### config.mk
export PLATFORM = sky130hd
export DESIGN_NAME = mpd_mul
export DESIGN_NICKNAME = d
export VERILOG_FILES = /design/src/rtl/assert_macros.svh /design/src/rtl/mpd_pkg.sv /design/src/rtl/mpd_mul.sv
export SDC_FILE = /design/constraint.sdc
export NUM_CORES = 1
export LEC_CHECK = 0
export BUFFER_PORTS_ARGS = -buffer_cell sky130_fd_sc_hd__buf_2
export CAP_MARGIN = 0
export CORE_UTILIZATION = 60
export CTS_CLUSTER_SIZE = 16
export DETAILED_ROUTE_END_ITERATION = 8
export GPL_ROUTABILITY_DRIVEN = 0
export PLACE_DENSITY = 0.89
export SLEW_MARGIN = 25
export SYNTH_ARGS = -nofsm -noshare
export SYNTH_HDL_FRONTEND = slang
export SYNTH_SLANG_ARGS = --single-unit
### constraint.sdc
create_clock -name clock -period 3 [get_ports clock]
set_input_delay 0.6 -clock clock [delete_from_list [all_inputs] [get_ports clock]]
set_output_delay 0.6 -clock clock [all_outputs]
set_load 0.1 [all_outputs]
### src/rtl/assert_macros.svh
// Assertion helpers shared by the RTL.
`ifndef ASSERT_MACROS_SVH
`define ASSERT_MACROS_SVH

`ifndef NO_ASSERTIONS

`define MPD_ASSERT_IMPLY(lbl, clk, rst, ante, cons) \
   lbl: assert property (@(posedge clk) disable iff (rst) (ante) |-> (cons)) \
      else $error("assertion failed");

`define MPD_ASSERT_NEXT(lbl, clk, rst, ante, cons) \
   lbl: assert property (@(posedge clk) disable iff (rst) (ante) |=> (cons)) \
      else $error("assertion failed");

`else

`define MPD_ASSERT_IMPLY(lbl, clk, rst, ante, cons)

`define MPD_ASSERT_NEXT(lbl, clk, rst, ante, cons)

`endif

`endif

### src/rtl/mpd_pkg.sv
package mpd_pkg;

   // default field format
   localparam int DefValueWidth   = 48;
   localparam int DefFractionBits = 32;

   // cells per wide multiply (one digit of the second operand per cell)
   localparam int MulStages = 8;

   // register widths
   localparam int MassW  = 33;
   localparam int GravW  = 37;
   localparam int ResW   = 39;
   localparam int IndW   = 33;
   localparam int ForceW = 26;
   localparam int RefW   = 29;

   // register port
   localparam int CsrAddrW = 6;
   localparam int CsrDataW = 64;

   localparam logic [MassW-1:0]  MassReset  = 33'd214748365;
   localparam logic [GravW-1:0]  GravReset  = 37'd42133629174;
   localparam logic [ResW-1:0]   ResReset   = 39'd42949672960;
   localparam logic [IndW-1:0]   IndReset   = 33'd429496730;
   localparam logic [ForceW-1:0] ForceReset = 26'd429497;
   localparam logic [RefW-1:0]   RefReset   = 29'd42949673;

   typedef enum logic [2:0] {
      CSR_BALL_MASS          = 3'd0,
      CSR_GRAVITY            = 3'd1,
      CSR_COIL_RESISTANCE    = 3'd2,
      CSR_NOMINAL_INDUCTANCE = 3'd3,
      CSR_FORCE_CONSTANT     = 3'd4,
      CSR_REFERENCE_GAP      = 3'd5
   } csr_index_type;

endpackage

### src/rtl/mpd_mul.sv
module mpd_mul import mpd_pkg::*; #(
   parameter int AW  = 8,
   parameter int BW  = 8,
   parameter int LAT = MulStages
) (
   input  logic             clock,
   input  logic             en,
   input  logic [AW-1:0]    a,
   input  logic [BW-1:0]    b,
   output logic [AW+BW-1:0] p
);

   localparam int DGW = (BW + LAT - 1) / LAT;
   localparam int PBW = DGW * LAT;
   localparam int PW  = AW + BW;
   localparam int XW  = AW + DGW;

   logic [AW-1:0]  a_ff   [LAT];
   logic [AW-1:0]  a_in   [LAT];
   logic [PBW-1:0] b_ff   [LAT];
   logic [PBW-1:0] b_in   [LAT];
   logic [PW-1:0]  acc_ff [LAT];
   logic [PW-1:0]  acc_in [LAT];

   // each cell adds one digit's partial product and passes on
   for (genvar k = 0; k < LAT; k++) begin : g_cell
      logic [AW-1:0]  a_src;
      logic [PBW-1:0] b_src;
      logic [PW-1:0]  acc_src;
      logic [XW-1:0]  part;
      if (k == 0) begin : g_first
         assign a_src   = a;
         assign b_src   = PBW'(b);
         assign acc_src = '0;
      end else begin : g_next
         assign a_src   = a_ff[k-1];
         assign b_src   = b_ff[k-1];
         assign acc_src = acc_ff[k-1];
      end
      assign part      = XW'(a_src) * XW'(b_src[k*DGW +: DGW]);
      assign a_in[k]   = a_src;
      assign b_in[k]   = b_src;
      assign acc_in[k] = acc_src + (PW'(part) << (k * DGW));
   end

   always_ff @(posedge clock) begin
      if (en) begin
         for (int k = 0; k < LAT; k++) begin
            a_ff[k]   <= a_in[k];
            b_ff[k]   <= b_in[k];
            acc_ff[k] <= acc_in[k];
         end
      end
   end

   assign p = acc_ff[LAT-1];

endmodule

# ---- After elaboration in Yosys (flattened, before gate mapping)
# Memory sizes are Yosys's and may differ from the RTL's.
# Cells that the tools add are included.
dict set report word_totals {
  register_bits 0
  ramBits 256
  input_bits 18
  output_inout_bits 16
  elab_cells 20
  memories 3
}
# memory depth word_bits rd rd_ports_with_merged_regs write_ports line
set memory_table {}
lappend memory_table {acc_ff 8 16 8 0 8 mpd_mul.sv:22} ;# logic [PW-1:0] acc_ff [LAT];
lappend memory_table {a_ff 8 8 7 0 8 mpd_mul.sv:18} ;# logic [AW-1:0] a_ff [LAT];
lappend memory_table {b_ff 8 8 7 0 8 mpd_mul.sv:20} ;# logic [PBW-1:0] b_ff [LAT];
dict set report op_classes {
  addsub 7
  mul 8
  mux 2
}
# cell count
set ops {}
lappend ops {{8-bit by 1-bit multiplier with 9-bit output} 8}
lappend ops {{16-bit by 10-bit adder with 16-bit output} 1}
lappend ops {{16-bit by 11-bit adder with 16-bit output} 1}
lappend ops {{16-bit by 12-bit adder with 16-bit output} 1}
lappend ops {{16-bit by 13-bit adder with 16-bit output} 1}
lappend ops {{16-bit by 14-bit adder with 16-bit output} 1}
lappend ops {{16-bit by 15-bit adder with 16-bit output} 1}
lappend ops {{16-bit adder} 1}
lappend ops {{1-bit 2-to-1 mux} 2}

# ---- Logic depth before layout (Yosys ltp)
# An unclocked memory read counts as a cell.
dict set report logic_depth {
  depth_word 3
  mapped_depth 8
  ltp_nobuf 8
}

# ---- Least setup slack after synthesis
# Ideal clock, no wire load.
dict set report synth_path {
  path_kind {flip-flop to flip-flop}
  from {memory b_ff[0][1] in the netlist's numbering}
  to {memory acc_ff[0][25] in the netlist's numbering, data pin}
  setup_ns 0.255
  t_arrival_ns 1.847
  required_time_ns 2.745
  path_slack_ns 0.898
  stages_incl_launch_ff 8
  path_buffers 0
  synth_period_minus_slack_ns 2.102
  path_cell_list {edfxtp_1 > and2_1 > ha_1 > fa_1 > a21oi_1 > o21ai_0 > o31a_1 > o21ba_2}
}
# element line
set synth_rtl {}
lappend synth_rtl {{from (decl)} mpd_mul.sv:20}
lappend synth_rtl {{to (decl)} mpd_mul.sv:22}

==> flow_summary.yaml <==
hold_path:
  worstHoldPathCells: 1
  worstHoldStart: "b[6]"
  whs_endpoint: "b_ff[0][6]$_DFFE_PP_"
  hp-class: "in2reg"
routing:
  drc: 0
  totalWireLength_um: 11840
  wl_per_cell_um: 15.14
  drt_iter0_markers: 359
  dr.pass1.iters: 5
  viasPerCell: 5.636
  ant_nets: 0
  vias: 4407
job:
  max_cap_violations: 0
setup_path:
  critPathArrivalTime_ns: 2.56
  path_class: "reg2reg"
  slowest_stage: "edfxtp_1"
  slowest_delay_ns: 0.50
  path_max_fanout: 8
  r2r_slack_ns: 0.61
  r2r_end: "acc_ff[0][59]$_DFFE_PP_"
  reg2reg_depth: 7
  rr_startpoint: "b_ff[2][3]$_DFFE_PP_"
  critPathRequiredTime_ns: 3.17
  start_kind: "flip-flop"
  path_cells: "and2_1, ha_1, fa_1, a211oi_1, o21bai_1, a211oi_1, o21bai_1"
  endpoint_kind: "flip-flop"
timing:
  final-hold-violation-count: 0
  period_needed_ns: 2.391
  rsz0062_at_grt: "false"
  setup_viol: 0
  final.period_utilization: 0.7970
  max_freq_mhz: 418.3
  slew_violations: 0
  fin_setup_tns_ns: 0
  fin_skew_ns: 0.01150
  slew_headroom: 0.6590
  holdWs_ns: 0.3478
  worst_pin_slew_ns: 0.5114
place:
  place_hpwl_um: 8281
  placed_area_mm2: 0.008488
  port_buffers: 33
  dp.cells: 750
cells_and_area:
  area_delta_synth_final_pct: 10.73
  nFillCells: 908
  fin_area_mm2: 0.009051
  final_cells: 782
  insertedDiodeCount: 0
  drive_above_1_share: 0.1122
  fin_nets: 673
floorplanning:
  core_mm2: 0.01324
  std_cell_rows: 42
  start_util: 0.6173
  die_area_mm2: 0.01409
  pin_count: 34
  die_x_um: 118.7
  die_y_um: 118.7
logic_synthesis:
  synthesis.nets: 633
  yosys-top-cells-area: "edfxtp_1, ha_1, and2_1, xnor2_1, a21oi_1"
  synth.ff_latch_count: 183
  yosysWarnings: 0
  ys_seq_area_frac: 0.6723
  synth_commonest_cells: "edfxtp_1, and2_1, ha_1, a21oi_1"
  synth_edf_count: 183
  synth_cell_types: 29
  synth.top_cell.area_share: 0.6723
  synth_area_leader_cell: "edfxtp_1"
  async_flop_share: 0
  synthesis.area_mm2: 0.008174
  syn_area_per_cell_um2: 14.78
  ys.flop_type: "edfxtp_1"
  synth_cells: 553
  synth.most_common_cell: "edfxtp_1"
pwr:
  total_power_uw: 6839
  peakVddDrop_v: 0.0006306
  leakagePower_uw: 0.003383
  p_per_area_mw_per_mm2: 755.6
clock_network:
  postCtsSetupBuffers: 0
  numCtsBuffers: 17
  hold_buffers: 0
  cts_sinks: 183
  cts_tree: "built"
  cts_resized: 0
  cts_root_buf: "clkbuf_16"
  cts_htree_levels: 4
  insertion_delay_ns: 0.43
  clk_path_buf_depth: 2
  clkTransAtPathRegs_ns: 0.07
global_route:
  grt_usage: 0.1838
  grt_pass1_vias: 4668
  gr-total-overflow: 0
  grt_max_degree: 62
  antenna_found_initial: 0
  grt_pass1_wl_um: 19800
run_status:
  status: "finished, final reports clean"
==> power by group <==
group | total, uW | switching, uW | internal [uW] | leakage (uW)
clock | 2120 | 900 | 1220 | 0.000275
sequential | 3340 | 110 | 3230 | 0.00179
combinational | 1380 | 869 | 514 | 0.00131
total | 6840 | 1880 | 4960 | 0.00338
==> cells by family after synthesis <==
logic type / share of synthesized area
AOI/OAI and AO/OA: 0.08113
xor gates and xnor gates: 0.03643
and+or+nand+nor: 0.08358
adders and majority gates: 0.1013
buffers and inverters: 0.02526
DFF: 0.6723
==> critical path: cells and delay by family (launching register included) <==
| kind | cells | cell delay (ns) |
|---|---|---|
| adder cells (fa/ha/maj) | 2 | 0.64 |
| AO/OA/AOI/OAI | 4 | 0.80 |
| AND/OR/NAND/NOR | 1 | 0.19 |
| flip-flops | 1 | 0.50 |
==> final cells by class <==
cell class	count	area (um2)	area share
clock inverter	14	133.9	0.01479
inverter	23	86.33	0.009538
timing repair buffer	37	214.0	0.02364
multi-input combinational	331	2472	0.2732
clock buffer	18	429.2	0.04742
sequential	183	5495	0.6071
tap	176	220.2	0.02433
==> per-stage QoR <==
| step | util | setup WS (ns) |
|---|---|---|
| after floorplan | - | 0.8977 |
| after global placement | 0.6410 | 0.7695 |
| after detailed placement | 0.6410 | 0.6323 |
| after CTS | 0.6835 | 0.6113 |
| after global routing | 0.6835 | 0.4454 |
| final | 0.6835 | 0.6091 |
==> cell usage in the layout (no fill, tap or decap), types with 8 or more instances in the layout <==
cell type,n
a21oi_1,39
and2_1,60
buf_2,32
clkbuf_16,17
edfxtp_1,183
ha_1,55
inv_1,23
nand2_1,19
nor2_1,21
nor2b_1,8
nor3_1,11
o21ai_0,28
xnor2_1,28
==> flip-flops by register name (all words and copies together) (netlist names) <==
| name | cells |
|---|---|
| b_ff | 28 |
| acc_ff | 99 |
| a_ff | 56 |
==> worst max-delay path by stage <==
stage	startpoint	endpoint	slack (ns)	depth (start not counted)
2_1_floorplan	b_ff[0][1]$_DFFE_PP_	acc_ff[0][25]$_DFFE_PP_	0.90	7
3_3_place_gp	b_ff[0][1]$_DFFE_PP_	acc_ff[0][25]$_DFFE_PP_	0.77	7
3_5_place_dp	b_ff[2][3]$_DFFE_PP_	acc_ff[0][59]$_DFFE_PP_	0.63	7
4_1_cts	b_ff[2][3]$_DFFE_PP_	acc_ff[0][59]$_DFFE_PP_	0.61	7
5_1_grt	b_ff[2][3]$_DFFE_PP_	acc_ff[0][59]$_DFFE_PP_	0.45	7
6_report	b_ff[2][3]$_DFFE_PP_	acc_ff[0][59]$_DFFE_PP_	0.61	7
==> routing by layer <==
metal  global-route usage  vias to the layer above  wire length [um]  share of wire
met2               0.3545                      120              6776           0.57
met5                    0                        -                 0              0
met4               0.1013                        0               393          0.033
met3              0.05502                       38               461          0.039
li1                     -                     2128                 -              -
met1               0.1682                     2121              4210           0.36
Power figures use the tool's default switching activity.
