==> config.mk <==
export PLATFORM = sky130hd
export DESIGN_NAME = mpd_div
export DESIGN_NICKNAME = d
export VERILOG_FILES = /design/src/rtl/assert_macros.svh /design/src/rtl/mpd_pkg.sv /design/src/rtl/mpd_div.sv
export SDC_FILE = /design/constraint.sdc
export NUM_CORES = 1
export LEC_CHECK = 0
export ABC_AREA = 1
export BUFFER_PORTS_ARGS = -buffer_cell sky130_fd_sc_hd__buf_2
export CAP_MARGIN = 10
export CORE_UTILIZATION = 55
export DETAILED_ROUTE_END_ITERATION = 10
export GPL_TIMING_DRIVEN = 0
export PLACE_DENSITY = 0.81
export SYNTH_ARGS = -nofsm -noshare
export SYNTH_HDL_FRONTEND = slang
export SYNTH_SLANG_ARGS = --single-unit
==> constraint.sdc <==
create_clock -name clock -period 2.9 [get_ports clock]
set_input_delay 0.435 -clock clock [delete_from_list [all_inputs] [get_ports clock]]
set_output_delay 0.435 -clock clock [all_outputs]
set_load 0.02 [all_outputs]
==> src/rtl/assert_macros.svh <==
// Assertion helpers shared by the RTL.
`ifndef ASSERT_MACROS_SVH
`define ASSERT_MACROS_SVH

`ifndef NO_ASSERTIONS

`define MPD_ASSERT_IMPLY(lbl, clk, rst, ante, cons) \
   lbl: assert property (@(posedge clk) disable iff (rst) (ante) |-> (cons)) \
      else $error("assertion failed");

`define MPD_ASSERT_NEXT(lbl, clk, rst, ante, cons) \
   lbl: assert property (@(posedge clk) disable iff (rst) (ante) |=> (cons)) \
      else $error("assertion failed");

`else

`define MPD_ASSERT_IMPLY(lbl, clk, rst, ante, cons)

`define MPD_ASSERT_NEXT(lbl, clk, rst, ante, cons)

`endif

`endif

==> src/rtl/mpd_pkg.sv <==
package mpd_pkg;

   // default field format
   localparam int DefValueWidth   = 48;
   localparam int DefFractionBits = 32;

   // cells per wide multiply (one digit of the second operand per cell)
   localparam int MulStages = 8;

   // register widths
   localparam int MassW  = 33;
   localparam int GravW  = 37;
   localparam int ResW   = 39;
   localparam int IndW   = 33;
   localparam int ForceW = 26;
   localparam int RefW   = 29;

   // register port
   localparam int CsrAddrW = 6;
   localparam int CsrDataW = 64;

   localparam logic [MassW-1:0]  MassReset  = 33'd214748365;
   localparam logic [GravW-1:0]  GravReset  = 37'd42133629174;
   localparam logic [ResW-1:0]   ResReset   = 39'd42949672960;
   localparam logic [IndW-1:0]   IndReset   = 33'd429496730;
   localparam logic [ForceW-1:0] ForceReset = 26'd429497;
   localparam logic [RefW-1:0]   RefReset   = 29'd42949673;

   typedef enum logic [2:0] {
      CSR_BALL_MASS          = 3'd0,
      CSR_GRAVITY            = 3'd1,
      CSR_COIL_RESISTANCE    = 3'd2,
      CSR_NOMINAL_INDUCTANCE = 3'd3,
      CSR_FORCE_CONSTANT     = 3'd4,
      CSR_REFERENCE_GAP      = 3'd5
   } csr_index_type;

endpackage

==> src/rtl/mpd_div.sv <==
module mpd_div import mpd_pkg::*; #(
   parameter int NW = 8,
   parameter int DW = 8,
   parameter int QW = MulStages
) (
   input  logic          clock,
   input  logic          en,
   input  logic [NW-1:0] n,
   input  logic [DW-1:0] d,
   output logic [QW-1:0] q,
   output logic          huge
);

   localparam int CW = ((NW > DW + QW) ? NW : DW + QW) + 1;

   // range check: quotient overflows QW bits, or divide by zero of nonzero
   logic          h0_in, h0_ff, z0_in, z0_ff;
   logic [NW-1:0] r0_ff;
   logic [DW-1:0] d0_ff;

   assign z0_in = (d == '0);
   assign h0_in = z0_in ? (n != '0) : (CW'(n) >= (CW'(d) << QW));

   always_ff @(posedge clock) begin
      if (en) begin
         h0_ff <= h0_in;
         z0_ff <= z0_in;
         r0_ff <= n;
         d0_ff <= d;
      end
   end

   logic [NW-1:0] r_ff [QW];
   logic [NW-1:0] r_in [QW];
   logic [DW-1:0] d_ff [QW];
   logic [DW-1:0] d_in [QW];
   logic [QW-1:0] q_ff [QW];
   logic [QW-1:0] q_in [QW];
   logic          h_ff [QW];
   logic          h_in [QW];
   logic          z_ff [QW];
   logic          z_in [QW];

   // restoring cells, one quotient bit each, msb first
   for (genvar k = 0; k < QW; k++) begin : g_cell
      localparam int Bit = QW - 1 - k;
      logic [NW-1:0] r_src;
      logic [DW-1:0] d_src;
      logic [QW-1:0] q_src;
      logic          h_src, z_src, ge;
      logic [CW-1:0] ds, diff;
      if (k == 0) begin : g_first
         assign r_src = r0_ff;
         assign d_src = d0_ff;
         assign q_src = '0;
         assign h_src = h0_ff;
         assign z_src = z0_ff;
      end else begin : g_next
         assign r_src = r_ff[k-1];
         assign d_src = d_ff[k-1];
         assign q_src = q_ff[k-1];
         assign h_src = h_ff[k-1];
         assign z_src = z_ff[k-1];
      end
      assign ds      = CW'(d_src) << Bit;
      assign diff    = CW'(r_src) - ds;
      assign ge      = CW'(r_src) >= ds;
      assign r_in[k] = ge ? diff[NW-1:0] : r_src;
      assign q_in[k] = q_src | (ge ? (QW'(1) << Bit) : '0);
      assign d_in[k] = d_src;
      assign h_in[k] = h_src;
      assign z_in[k] = z_src;
   end

   always_ff @(posedge clock) begin
      if (en) begin
         for (int k = 0; k < QW; k++) begin
            r_ff[k] <= r_in[k];
            d_ff[k] <= d_in[k];
            q_ff[k] <= q_in[k];
            h_ff[k] <= h_in[k];
            z_ff[k] <= z_in[k];
         end
      end
   end

   assign q    = z_ff[QW-1] ? '0 : q_ff[QW-1];
   assign huge = h_ff[QW-1];

endmodule
---- Word-level counts from Yosys, hierarchy flattened ----
Memory sizes are Yosys's and may differ from the RTL's.
Index checks and enable logic that the tools add are counted.
operators by class
  add/subtract/negate cells ............... 8
  magnitude comparators ................... 9
  multiplexer cells ....................... 20
  bitwise logic cells ..................... 7
  reductions and logical operators ........ 2
operator list
  operator                                                       count
  8-bit 2-to-1 mux                                               10
  8-bit subtractor                                               8
  8-bit by 16-bit greater-or-equal comparator with 1-bit output  1
  8-bit by 15-bit greater-or-equal comparator with 1-bit output  1
  8-bit by 14-bit greater-or-equal comparator with 1-bit output  1
  8-bit by 13-bit greater-or-equal comparator with 1-bit output  1
  8-bit by 12-bit greater-or-equal comparator with 1-bit output  1
  8-bit by 11-bit greater-or-equal comparator with 1-bit output  1
  8-bit by 10-bit greater-or-equal comparator with 1-bit output  1
  8-bit by 9-bit greater-or-equal comparator with 1-bit output   1
  8-bit greater-or-equal comparator                              1
  8-bit logical NOT                                              1
  8-bit by 1-bit OR with 8-bit output                            1
  8-bit by 2-bit OR with 8-bit output                            1
  8-bit by 3-bit OR with 8-bit output                            1
  8-bit by 4-bit OR with 8-bit output                            1
  8-bit by 5-bit OR with 8-bit output                            1
  8-bit by 6-bit OR with 8-bit output                            1
  8-bit by 7-bit OR with 8-bit output                            1
  8-bit nonzero test                                             1
  7-bit 2-to-1 mux                                               1
  6-bit 2-to-1 mux                                               1
  5-bit 2-to-1 mux                                               1
  1-bit 2-to-1 mux                                               4
  other kinds (3)                                                3
word-level totals
  register bits ........................... 18
  memory bits (writable) .................. 208
  output and inout port bits .............. 9
  word-level logic and storage cells ...... 55
  memories kept ........................... 5
memories
  name  words  bits a word  read ports  clocked after Yosys merged registers in  wr ports  RTL line       text
  d_ff  8      8            7           0                                        8         mpd_div.sv:35  logic [DW-1:0] d_ff [QW];
  q_ff  8      8            8           0                                        8         mpd_div.sv:37  logic [QW-1:0] q_ff [QW];
  r_ff  8      8            7           0                                        8         mpd_div.sv:33  logic [NW-1:0] r_ff [QW];
  h_ff  8      1            8           0                                        8         mpd_div.sv:39  logic h_ff [QW];
  z_ff  8      1            8           0                                        8         mpd_div.sv:41  logic z_ff [QW];

---- Longest topological paths before layout ----
An unclocked memory read counts as a cell.
  depth after elaboration ................. 4
  depth in mapped cells ................... 11

---- Worst setup path before layout ----
No wires, ideal clock.
  kind .................................... reg-to-reg
  from .................................... mem r_ff[4][2]
  to ...................................... mem r_ff[5][3] (data pin)
  setup time .............................. 0.253 ns
  arrival time ............................ 1.603 ns
  setup slack ............................. 1.044 ns
  cell stages (with the launch flop) ...... 12
  buffers on the path ..................... 1
  clock period less this slack ............ 1.856 ns
  cells stage by stage .................... edfxtp_1 -> inv_1 -> ha_1 -> inv_1 -> fa_1 -> nand3_1 -> nand3_1 -> nand2_1 -> nand3_2 -> buf_6 -> nand2_1 -> o21ai_2
RTL lines
  item             RTL line
  start, declared  mpd_div.sv:33

==> run summary <==
In this run, distinct cell masters in the synthesized netlist total 32. Summed over all cells, the static leakage comes to 3.65 nW. The flow ran to the end, and the final reports show no timing, DRC or antenna violations. The detailed router finished its first iteration with 326 violations. The number of buffers inserted to repair setup after CTS was 0; the final weighted congestion of routability-driven global placement was 0.887. For this run, design rule violations remaining after detail routing come to 0. The logs give 0 for the post-cts resize count and 0 for the number of antenna cells inserted. Data arrives at the worst endpoint at 2.33 ns.

For the remaining max-slew budget at the tightest pin, the log shows 34.8%. The first-pass iteration count of the detailed router was 5. In this run the horizontal extent of the chip is 121 um.

Detailed placement finished with a half-perimeter wire length of 8140 um. Summed over all layers, the global routing overflow is 0. The net count after synthesis is 648. Maximum number of pins on one net before global-route repair: 109. For this run, the post-layout net count is 694. For the number of clock buffers inserted by TritonCTS, the log shows 17. The source of the worst register-to-register timing path is r_ff[4][2]. By count the netlist is led by 182 x sky130_fd_sc_hd__edfxtp_1, 107 x sky130_fd_sc_hd__nand2_1, 98 x sky130_fd_sc_hd__inv_1. For the effective utilization at floorplan, the log shows 57.4%.

In this run the tool buffered the top-level ports with 26 buffer cells. For the final hold violation count, the log shows 0. The clock slew seen by the registers of the worst setup and hold paths is 0.06 ns. The first global-routing pass estimated 19900 um of wire.

The number of antenna violations at the first check in global routing was 0. In this run the worst path has a maximum fanout of 10. For this design, the CTS-stage hold fixing added 0 buffers. The sort of element at the end of the critical path was a flop. The worst path in the final design needs a cycle of 2.15 ns, including I/O delays and setup.

Counting the fill cells in the layout gives 932. TritonCTS built the clock tree. Once detail routing completed, the nets flagged for antenna violations numbered 0. By area the synthesized netlist is led by sky130_fd_sc_hd__edfxtp_1 71%, sky130_fd_sc_hd__ha_1 5.8%, sky130_fd_sc_hd__nand2_1 5.2%.

Yosys printed 0 warnings. Static timing analysis puts the maximum clock frequency at 465 MHz. The number of synthesized flops with an enable pin is 182.

For the worst setup path, the data required time is 3.08 ns. In this run, synthesis produced a sequential element count of 182. In this run the cell area of the synthesized design comes to 7750 sq um. The floorplan has 42 rows. The peak ir drop on the vdd network is 0.668 mV, and the number of global-route vias before repair is 4509. The worst path uses 74.2% of the clock period. The clock passes through at most 2 buffers. The power per standard cell area was 682 nW/um^2; the clock insertion delay at the later pin of the skew report was 0.42 ns.

The critical path is of the reg -> reg type. Via count normalized by instance count: 5.18. A synthesized cell averages 13.2 sq um.

The startpoint identified for the worst hold timing path is n[1]. Overall power consumption after layout is estimated at 0.00594 W. The H-tree generated during clock tree synthesis spans 4 levels. The path category of the worst min-delay check was in -> reg.

The multi-input combinational cells in the finished layout cover a total of 1880 sq um. Sequential cell area: 5470 sq um. The root buffer cell chosen for the clock tree is sky130_fd_sc_hd__clkbuf_16. The per-cell routed wire length is 14.5 um. Share of the synthesized area in the top cell type: 70.6%. The cell type with the highest aggregate area in the netlist is sky130_fd_sc_hd__edfxtp_1. At the pin with the least slew margin, the transition time is 0.978 ns.

The run gives 27 as the I/O pin count. Setup repair after global routing left no endpoint under its margin. The run gives 0.201 ns as the worst hold slack.

The die covers 14600 sq um. The most instantiated library cell after synthesis is sky130_fd_sc_hd__edfxtp_1. The tool flagged a number of max-cap violations equal to 0. The overall routed net length was 11900 um; the global routing usage summed across all routing layers was 18.2%.

The die is 121 um tall. Counting flops with an async set or reset pin after synthesis yields a share of 0%. The tools report the sort of element at the start of the critical path as a flop. The clock drives 182 sinks.

Detailed routing inserted a total of 4264 vias. The most critical setup path has its startpoint at r_ff[4][2]. From synthesis to final layout, the design area changed by 12.3%. Sequential cells were found to cover 70.6% of the synthesized design area. Among all flip-flop cells after synthesis, the most frequent one is sky130_fd_sc_hd__edfxtp_1. Cells with a size suffix above 1 make up 12.5% of the layout.

Final max-slew violation count: 0. Setup violations remaining at the end of the flow were counted as 0. The worst clock skew on the final layout is 0.00492 ns, and the number of standard cells after synthesis is 588. Total core area: 13500 sq um.
layout make-up:
| cell class | instances | share of cell area (%) |
|---|---|---|
| Sequential cell | 182 | 62.8 |
| Multi-Input combinational cell | 305 | 21.6 |
| Clock buffer | 21 | 5.06 |
| Inverter | 98 | 4.23 |
| Tap cell | 176 | 2.53 |
| Timing Repair Buffer | 27 | 1.88 |
| Clock inverter | 11 | 1.51 |
| Buffer | 3 | 0.403 |
cells in the final DEF, fill, tap and decap left out, types with 2 or more instances in the layout:
cell type,count
sky130_fd_sc_hd__nand4_1,19
sky130_fd_sc_hd__nor2_1,52
sky130_fd_sc_hd__ha_1,36
sky130_fd_sc_hd__nand3b_1,5
sky130_fd_sc_hd__buf_2,25
sky130_fd_sc_hd__a21oi_1,10
sky130_fd_sc_hd__nand3_2,6
sky130_fd_sc_hd__o21ai_0,9
sky130_fd_sc_hd__nand3_4,2
sky130_fd_sc_hd__edfxtp_1,182
sky130_fd_sc_hd__xnor2_1,3
sky130_fd_sc_hd__xor2_1,4
sky130_fd_sc_hd__nor2_2,2
sky130_fd_sc_hd__clkinv_2,2
sky130_fd_sc_hd__clkbuf_1,5
sky130_fd_sc_hd__clkbuf_16,17
sky130_fd_sc_hd__nand3_1,17
sky130_fd_sc_hd__or2_2,3
sky130_fd_sc_hd__nand2_2,3
sky130_fd_sc_hd__bufinv_16,3
sky130_fd_sc_hd__clkinv_1,4
sky130_fd_sc_hd__nor4_1,2
sky130_fd_sc_hd__buf_6,2
sky130_fd_sc_hd__fa_1,6
sky130_fd_sc_hd__nor3_1,2
sky130_fd_sc_hd__o21ai_1,2
sky130_fd_sc_hd__o21ai_2,8
sky130_fd_sc_hd__inv_1,98
sky130_fd_sc_hd__nand2_1,107
path summary, 6_finish.rpt:
check,end,slack (ns),cells after the start
worst max-delay path,r_ff[5][3],0.75,11
worst min-delay path,g_cell[0].r_src[1],0.20,1
worst max register to register,r_ff[5][3],0.75,11
worst min register to register,q_ff[1][28],0.42,0
sequential cells by signal, summed over array words and instances, names as in the netlist:
| signal | count |
|---|---|
| g_cell.r_src | 8 |
| h_ff | 8 |
| g_cell.h_src | 1 |
| r_ff | 56 |
| z_ff | 8 |
| q_ff | 36 |
| d0_ff | 8 |
| g_cell.z_src | 1 |
| d_ff | 56 |
metrics by stage:
stage	setup TNS [ns]	cell area, sq um	utilization, %	instances	setup slack, ns
finish	0	8700	64.4	823	0.748
global route	0	8700	64.4	823	0.623
CTS	0	8700	64.4	823	0.727
detailed placement	0	8130	60.2	791	0.743
global placement	-118.61	8100	60.0	790	-0.661
floorplan	0	7750	-	588	1.04
where the power goes:
group	switching (W)	internal (W)	leakage, nW
logic	0.000330	0.000189	1.58
clock network	0.000897	0.00134	0.275
registers	0.0000751	0.00310	1.79
total	0.00130	0.00463	3.65
metal layers:
| layer | up-vias | global-route usage, % | routed length, um |
|---|---|---|---|
| li1 | 2108 | - | - |
| met1 | 2055 | 16.2 | 4190 |
| met2 | 78 | 37.5 | 7110 |
| met3 | 23 | 4.91 | 383 |
| met4 | 0 | 7.25 | 255 |
| met5 | - | 0 | 0 |
worst max-delay path, stage by stage, from the launching register on:
cell and delay (ns):
sky130_fd_sc_hd__edfxtp_1 0.37, sky130_fd_sc_hd__inv_1 0.09, sky130_fd_sc_hd__ha_1 0.15, sky130_fd_sc_hd__inv_1 0.08, sky130_fd_sc_hd__fa_1 0.41, sky130_fd_sc_hd__nand3_1 0.09, sky130_fd_sc_hd__nand3_1 0.12, sky130_fd_sc_hd__nand2_1 0.14
sky130_fd_sc_hd__nand3_2 0.13, sky130_fd_sc_hd__buf_6 0.18, sky130_fd_sc_hd__nand2_1 0.08, sky130_fd_sc_hd__o21ai_2 0.06
kinds of logic after synthesis:
family | after synthesis | share of synthesized area (%)
adders and majority gates | 42 | 7.37
AOI/OAI and AO/OA | 32 | 2.60
DFF | 182 | 70.6
xor gates and xnor gates | 7 | 0.791
and+or+nand+nor | 224 | 13.5
buffers and inverters | 101 | 5.20
(Power assumes the default switching activity.)
